===== src/rtl/i2cts_pkg.sv =====
package i2cts_pkg;

	localparam int unsigned ADDR_W   = 7;
	localparam int unsigned IDX_W    = 2;
	localparam int unsigned CFG_IDX_W = 3;
	localparam int unsigned REG_COUNT = 4;

	localparam logic [ADDR_W-1:0] ADDR_RST_0 = 7'h48;
	localparam logic [ADDR_W-1:0] ADDR_RST_1 = 7'h49;
	localparam logic [ADDR_W-1:0] ADDR_RST_2 = 7'h4A;
	localparam logic [ADDR_W-1:0] ADDR_RST_3 = 7'h4B;
	localparam logic              READ_BIT   = 1'b1;

	typedef enum logic [CFG_IDX_W-1:0] {
		REG_SENSOR_ADDR_0 = 3'd0,
		REG_SENSOR_ADDR_1 = 3'd1,
		REG_SENSOR_ADDR_2 = 3'd2,
		REG_SENSOR_ADDR_3 = 3'd3
	} reg_idx_t;

	typedef enum logic {
		OP_START = 1'b0,
		OP_EVENT = 1'b1
	} op_t;

	typedef enum logic [3:0] {
		PH_IDLE     = 4'd0,
		PH_SEND_ADR = 4'd1,
		PH_CHECK    = 4'd2,
		PH_GET_HI   = 4'd3,
		PH_ASK_LO   = 4'd4,
		PH_GET_LO   = 4'd5,
		PH_STOP     = 4'd6,
		PH_NEXT     = 4'd7
	} phase_t;

	typedef enum logic [2:0] {
		CMD_NONE  = 3'd0,
		CMD_START = 3'd1,
		CMD_WRITE = 3'd2,
		CMD_RECV  = 3'd3,
		CMD_ACK   = 3'd4,
		CMD_NACK  = 3'd5,
		CMD_STOP  = 3'd6
	} cmd_t;

	typedef enum logic [1:0] {
		CAP_NONE = 2'd0,
		CAP_HI   = 2'd1,
		CAP_LO   = 2'd2
	} cap_t;

	typedef struct packed {
		cmd_t             cmd;
		logic [7:0]       tx;
		cap_t             kind;
		logic [IDX_W-1:0] who;
		logic [7:0]       data;
		logic             anack;
		logic             done;
	} result_t;

endpackage


===== src/rtl/i2c_temp_sensor_poll_sequencer.sv =====
// Poll sequencer for a two-byte temperature read from up to SENSOR_COUNT sensors over an
// I2C master. Each accepted input transfer (a start request or a step-complete event from
// the bus engine) yields exactly one result transfer carrying the next bus command, the
// address byte to send, any captured temperature byte, and the address-NACK and scan-done
// flags. The phase update is a single register step, and a one-deep output register lets
// a new item be accepted every cycle while out_ready is high. The user must write sensor
// addresses through the cfg port only while the block is idle; the block does not check.
module i2c_temp_sensor_poll_sequencer #(
	parameter int unsigned SENSOR_COUNT = 4
) (
	input  logic                             clk,
	input  logic                             arst_n,
	input  logic                             cfg_wen,
	input  logic [i2cts_pkg::CFG_IDX_W-1:0]  cfg_idx,
	input  logic [i2cts_pkg::ADDR_W-1:0]     cfg_data,
	input  logic                             in_valid,
	output logic                             in_ready,
	input  logic                             op,
	input  logic                             ack_status,
	input  logic [7:0]                       rx_byte,
	output logic                             out_valid,
	input  logic                             out_ready,
	output logic [2:0]                       bus_command,
	output logic [7:0]                       tx_byte,
	output logic [1:0]                       capture_kind,
	output logic [1:0]                       sensor_number,
	output logic [7:0]                       data_byte,
	output logic                             addr_nack,
	output logic                             scan_done
);

	localparam logic [i2cts_pkg::IDX_W:0] LAST_NEXT = (i2cts_pkg::IDX_W+1)'(SENSOR_COUNT);

	logic [i2cts_pkg::ADDR_W-1:0] addr_q [i2cts_pkg::REG_COUNT];
	i2cts_pkg::phase_t            phase_q, phase_d;
	logic [i2cts_pkg::IDX_W-1:0]  idx_q, idx_d;
	i2cts_pkg::result_t           res_d, res_q;
	logic                         out_valid_q;
	logic                         take;
	logic [i2cts_pkg::IDX_W:0]    who_inc;

	assign in_ready = !out_valid_q || out_ready;
	assign take     = in_valid && in_ready;

	always_ff @(posedge clk or negedge arst_n) begin
		if (!arst_n) begin
			addr_q[0] <= i2cts_pkg::ADDR_RST_0;
			addr_q[1] <= i2cts_pkg::ADDR_RST_1;
			addr_q[2] <= i2cts_pkg::ADDR_RST_2;
			addr_q[3] <= i2cts_pkg::ADDR_RST_3;
		end else if (cfg_wen) begin
			unique case (cfg_idx)
				i2cts_pkg::REG_SENSOR_ADDR_0: addr_q[0] <= cfg_data;
				i2cts_pkg::REG_SENSOR_ADDR_1: addr_q[1] <= cfg_data;
				i2cts_pkg::REG_SENSOR_ADDR_2: addr_q[2] <= cfg_data;
				i2cts_pkg::REG_SENSOR_ADDR_3: addr_q[3] <= cfg_data;
				default: ;
			endcase
		end
	end

	always_ff @(posedge clk or negedge arst_n) begin
		if (!arst_n) begin
			phase_q <= i2cts_pkg::PH_IDLE;
			idx_q   <= '0;
		end else if (take) begin
			phase_q <= phase_d;
			idx_q   <= idx_d;
		end
	end

	always_comb begin
		who_inc = {1'b0, idx_q} + (i2cts_pkg::IDX_W+1)'(1);
		phase_d = phase_q;
		idx_d   = idx_q;
		res_d   = '{cmd: i2cts_pkg::CMD_NONE, tx: 8'h00, kind: i2cts_pkg::CAP_NONE,
			who: idx_q, data: 8'h00, anack: 1'b0, done: 1'b0};
		if (op == i2cts_pkg::OP_START) begin
			idx_d     = '0;
			res_d.who = '0;
			res_d.cmd = i2cts_pkg::CMD_START;
			phase_d   = i2cts_pkg::PH_SEND_ADR;
		end else begin
			unique case (phase_q)
				i2cts_pkg::PH_SEND_ADR: begin
					res_d.cmd = i2cts_pkg::CMD_WRITE;
					res_d.tx  = {addr_q[idx_q], i2cts_pkg::READ_BIT};
					phase_d   = i2cts_pkg::PH_CHECK;
				end
				i2cts_pkg::PH_CHECK: begin
					if (ack_status) begin
						res_d.cmd   = i2cts_pkg::CMD_STOP;
						res_d.anack = 1'b1;
						phase_d     = i2cts_pkg::PH_NEXT;
					end else begin
						res_d.cmd = i2cts_pkg::CMD_RECV;
						phase_d   = i2cts_pkg::PH_GET_HI;
					end
				end
				i2cts_pkg::PH_GET_HI: begin
					res_d.kind = i2cts_pkg::CAP_HI;
					res_d.data = rx_byte;
					res_d.cmd  = i2cts_pkg::CMD_ACK;
					phase_d    = i2cts_pkg::PH_ASK_LO;
				end
				i2cts_pkg::PH_ASK_LO: begin
					res_d.cmd = i2cts_pkg::CMD_RECV;
					phase_d   = i2cts_pkg::PH_GET_LO;
				end
				i2cts_pkg::PH_GET_LO: begin
					res_d.kind = i2cts_pkg::CAP_LO;
					res_d.data = rx_byte;
					res_d.cmd  = i2cts_pkg::CMD_NACK;
					phase_d    = i2cts_pkg::PH_STOP;
				end
				i2cts_pkg::PH_STOP: begin
					res_d.cmd = i2cts_pkg::CMD_STOP;
					phase_d   = i2cts_pkg::PH_NEXT;
				end
				i2cts_pkg::PH_NEXT: begin
					if (who_inc < LAST_NEXT) begin
						idx_d     = who_inc[i2cts_pkg::IDX_W-1:0];
						res_d.who = who_inc[i2cts_pkg::IDX_W-1:0];
						res_d.cmd = i2cts_pkg::CMD_START;
						phase_d   = i2cts_pkg::PH_SEND_ADR;
					end else begin
						idx_d      = '0;
						res_d.done = 1'b1;
						phase_d    = i2cts_pkg::PH_IDLE;
					end
				end
				default: phase_d = i2cts_pkg::PH_IDLE;
			endcase
		end
	end

	always_ff @(posedge clk or negedge arst_n) begin
		if (!arst_n) begin
			out_valid_q <= 1'b0;
		end else if (in_ready) begin
			out_valid_q <= in_valid;
		end
	end

	always_ff @(posedge clk) begin
		if (take) begin
			res_q <= res_d;
		end
	end

	assign out_valid     = out_valid_q;
	assign bus_command   = res_q.cmd;
	assign tx_byte       = res_q.tx;
	assign capture_kind  = res_q.kind;
	assign sensor_number = res_q.who;
	assign data_byte     = res_q.data;
	assign addr_nack     = res_q.anack;
	assign scan_done     = res_q.done;

endmodule

===== config.mk =====
export PLATFORM = sky130hd
export DESIGN_NAME = i2c_temp_sensor_poll_sequencer
export DESIGN_NICKNAME = d
export VERILOG_FILES = /design/src/rtl/i2cts_pkg.sv /design/src/rtl/i2c_temp_sensor_poll_sequencer.sv
export SDC_FILE = /design/constraint.sdc
export NUM_CORES = 1
export LEC_CHECK = 0
export BUFFER_PORTS_ARGS = -buffer_cell sky130_fd_sc_hd__buf_2
export CAP_MARGIN = 20
export CORE_MARGIN = 1
export CORE_UTILIZATION = 50
export DETAILED_ROUTE_END_ITERATION = 8
export PLACE_DENSITY = 0.81
export SYNTH_ARGS = -nofsm -noshare
export SYNTH_HDL_FRONTEND = slang
export SYNTH_SLANG_ARGS = --single-unit
export TNS_END_PERCENT = 20

===== constraint.sdc =====
create_clock -name clk -period 3.9 [get_ports clk]
set_input_delay 0 -clock clk [delete_from_list [all_inputs] [get_ports clk]]
set_output_delay 0 -clock clk [all_outputs]
set_load 0.02 [all_outputs]

==> results <==
- The run finished with clean final reports.
- Among all stages on the critical path, the largest delay is contributed by and2_1.
- Timing would allow up to 499.4 MHz.
- The number of hold violations in the final report is 0.
- The total negative slack is 0 ns.
- The via count of the first global-routing pass is 1607.
- The capture point of the worst reg-to-reg path is data_byte[1].
- The average wire per cell in the routed design is 14.97 um.
- The area growth from synthesis to layout is 25.45%.
- The global-route wire length before repair is 7941 um.
- 0 antenna diodes ended up in the layout.
- Measured along the x axis, the die boundary spans 74.46 um.
- Dividing the detail-routed via count by the number of cells gives 5.238.
- Of the total synthesized cell area, the portion taken by full adders, half adders and majority gates is 1.430%.
- The synthesized area per cell is 14.75 sq um.
- The signal on the critical path passes through nand2b_1, and2_1, buf_4.
- The register area is 0.001617 sq mm.
- After global routing the overflow that remains totals 0.
- The number of slew-limit violations in the final report is 0.
- The initial core utilization is 51.73%.
- The end of the worst hold path is addr_nack.
- Summing every instance area after synthesis gives 0.002625 sq mm.
- The count of yosys warnings during synthesis is 0.
- The synthesized netlist devotes 4.623% of its cell area to compound gates.
- 52 I/O pins were placed.
- In this run, the number of DRC markers left after iteration 0 of detailed routing was 124.
- The share of synthesized cell area in and, or, nand and nor gates is 11.34%.
- Between clock sinks in the finished design, the worst skew comes to 0.007272 ns.
- At the pin with the least slew margin, the transition time is 0.9550 ns.
- The cell taking the most area after synthesis is edfxtp_1.
- The total of fill cells in the finished design is 377.
- After technology mapping, the gate count stands at 178.
- The final standard cell count with taps included and fillers excluded is 323.
- The final wirelength is 4835 um.
- The tool flagged a number of max-cap violations equal to 0.
- Across all layers, the routed design uses 1692 vias.
- The total power density per cell area is 520.9 mW/mm^2.
- The count of different cell masters after synthesis is 37.
- The placed wire-length estimate is 3073 um.
- The synthesized design contains 59 register bits.
- The required time at the endpoint of the critical path is 3.94 ns.
- In this design, the stage delay of the slowest critical-path cell is 0.76 ns.
- Setup repair after global routing left no endpoint under its margin.
- The dominant combinational cell family by area after synthesis is multiplexers.
- Counting every net in the synthesized netlist gives 206.
- TritonCTS built the clock tree.
- The clock passes through at most 2 buffers.
- The level count of the clock H-tree is 3.
- The critical path is of the reg -> reg type.
- Across all setup checks in the final design, the least slack found is 1.898 ns.
- The clock root buffer master is clkbuf_8.
- Cells with a size suffix above 1 make up 44.66% of the layout.
- The clock latency of the later-clocked register in the worst-skew pair is 0.34 ns.
- For this run, the detailed router's first-pass iteration total came to 4.
- The type of the tightest min-delay check is in -> reg.
- In this run the worst path has a maximum fanout of 21.
- Summing all multi-input logic gate instances after layout gives 950.9 sq um.
- The number of cells traversed by the worst register-to-register path is 3.
- The number of nets at the end of the flow is 276.
- The kind of end point of the critical path is a flip-flop.
- Entering global routing, the biggest net connects 35 pins.
- STA classifies the critical path startpoint as a flip-flop.
- The area share of xor/xnor cells in the synthesized design is 0.3337%.
- Input and output buffers added on the ports amount to 51.
- The number of flops mapped to enable cells by yosys is 25.
- The floorplan step defined a die boundary enclosing 0.005544 sq mm.
- The total clock sinks is 59.
- Once placement completed, the tool counted placed cells totaling 289.
- Clock-pin slew was measured on the worst setup and hold paths at 0.06 ns.
- The hold path startpoint is ack_status.
- The die boundary height is 74.46 um.
- The post-route cell area is 0.003293 sq mm.
- The relative max-transition margin is 35.42%.
- The number of antenna violations at the first check in global routing is 0.
- Row generation in the floorplan step produced 26 rows.
- Counting flops with an async set or reset pin after synthesis yields a share of 57.63%.
- In this run the critical register-to-register path is launched from out_valid.
- In this run the remaining antenna-violating nets after routing total 0.
- The global placer's final weighted congestion is 0.7918.
- Global routing consumed, over all layers together, 20.42% of the routing resources.
- The placed instance area is 0.002937 sq mm.
- The share of the synthesized area in the top cell type is 28.60%.
- The DRC violations left is 0.
- The worst hold path stage count is 3.
- The worst endpoint data arrival time is 2.04 ns.
- After synthesis, flip-flops and latches occupy 61.58% of the total area.
- The peak ir drop on the vdd network is 0.2611 mV.
- The area inside the core boundary is 0.005075 sq mm.
- The post-synthesis mux area share is 18.02%.
- Clock tree synthesis inserted a total of 9 buffers.
- The most used flip-flop cell after synthesis is edfxtp_1.
- The static leakage power is 1.355 nW.
- The share of the clock period used by the worst path is 51.34%.
- The setup slack at placement is 1.937 ns.
- After layout, the minimum clock period comes to 2.002 ns.
- The worst-case hold slack is 0.02629 ns.
- Setup violations remaining at the end of the flow were counted as 0.
- The setup check on the worst reg-to-reg path leaves a slack of 1.90 ns.
- Sorting the synthesized cells by area gives the leading types as edfxtp_1, dfrtp_1, dfstp_2, mux2_2, mux4_2.
## state kept, by name (all words and copies together), names as in the netlist
signal and count:
capture_kind 2, idx_q 2, bus_command 3, data_byte 8, addr_q 28, sensor_number 2, out_valid 1, phase_q 3
tx_byte 8, scan_done 1, addr_nack 1
## layer usage
metal	part of all wire, %	GRT usage [%]	vias up
met1	42	25.70	832
met2	51	31.53	57
met3	5.7	7.182	8
met4	1.6	10.06	0
li1	-	-	795
met5	0	0	-
## cell families after synthesis
logic type / count (synthesis)
AO/OA/AOI/OAI: 16
XOR/XNOR: 1
adder cells (fa/ha/maj): 3
buffers and inverters: 16
flip-flops: 59
multiplexers: 35
AND/OR/NAND/NOR: 48
## through the flow
| step | utilization, % | power, mW |
|---|---|---|
| floorplan | - | 1.111 |
| global placement | 57.86 | 1.185 |
| detailed placement | 57.86 | 1.203 |
| CTS | 64.89 | 1.730 |
| global route | 64.89 | 1.808 |
| finish | 64.89 | 1.716 |
## synthesized netlist by cell type, types with 2 or more instances
| master | instances |
|---|---|
| nand2_1 | 3 |
| ha_1 | 3 |
| nor3_1 | 3 |
| nor4bb_1 | 2 |
| nor2_1 | 9 |
| nor2b_1 | 9 |
| edfxtp_1 | 25 |
| buf_2 | 8 |
| a211oi_1 | 2 |
| nand2b_1 | 4 |
| dfstp_2 | 12 |
| and3_1 | 2 |
| nand4b_1 | 2 |
| and2_1 | 10 |
| inv_1 | 4 |
| mux4_2 | 7 |
| mux2_2 | 28 |
| o211ai_1 | 3 |
| dfrtp_1 | 22 |
| clkbuf_1 | 3 |
## final cells by class
class,count,area share [%]
inverters,5,0.5699
multi-input cells,103,28.88
well taps,70,2.660
flip-flops and latches,59,49.09
clock inverters,4,1.254
clock buffers,12,4.103
repair buffers,70,13.45
## worst max-delay path by stage
stage,start,end,depth (start not counted)
final,out_valid,data_byte[1],3
after detailed placement,out_valid,data_byte[1],3
after floorplan,out_valid,addr_nack,4
after global placement,out_valid,data_byte[1],3
after CTS,out_valid,data_byte[1],3
after global routing,out_valid,data_byte[1],3
## power breakdown
group	total [mW]	switching (mW)	internal, mW	leakage [nW]
clock network	0.511	0.222	0.289	0.0871
registers	0.872	0.0903	0.781	0.639
logic	0.333	0.148	0.185	0.628
total	1.72	0.460	1.26	1.35
## layout by cell type (no fill, tap or decap), types with 4 or more instances in the layout
master / count
nand2b_1: 4
dfstp_2: 12
inv_1: 4
nor2_1: 9
dlygate4sd3_1: 18
mux2_2: 28
clkinv_1: 4
dfrtp_1: 22
clkbuf_8: 9
and2_1: 10
nor2b_1: 9
edfxtp_1: 25
buf_2: 51
mux4_2: 7
## worst max-delay path: cells and delay by family, from the launching register on
family,cells,cell delay (ns)
simple gates,2,1.00
buf+inv,1,0.32
flops,1,0.38
## what timing repair did
item                      4_1_cts  5_1_grt
hold buffers                   18        0
setup buffers                   0        0
hold endpoints to repair       60        0
gates resized for setup         0        0
No activity file was read; power rests on OpenSTA's default activity.
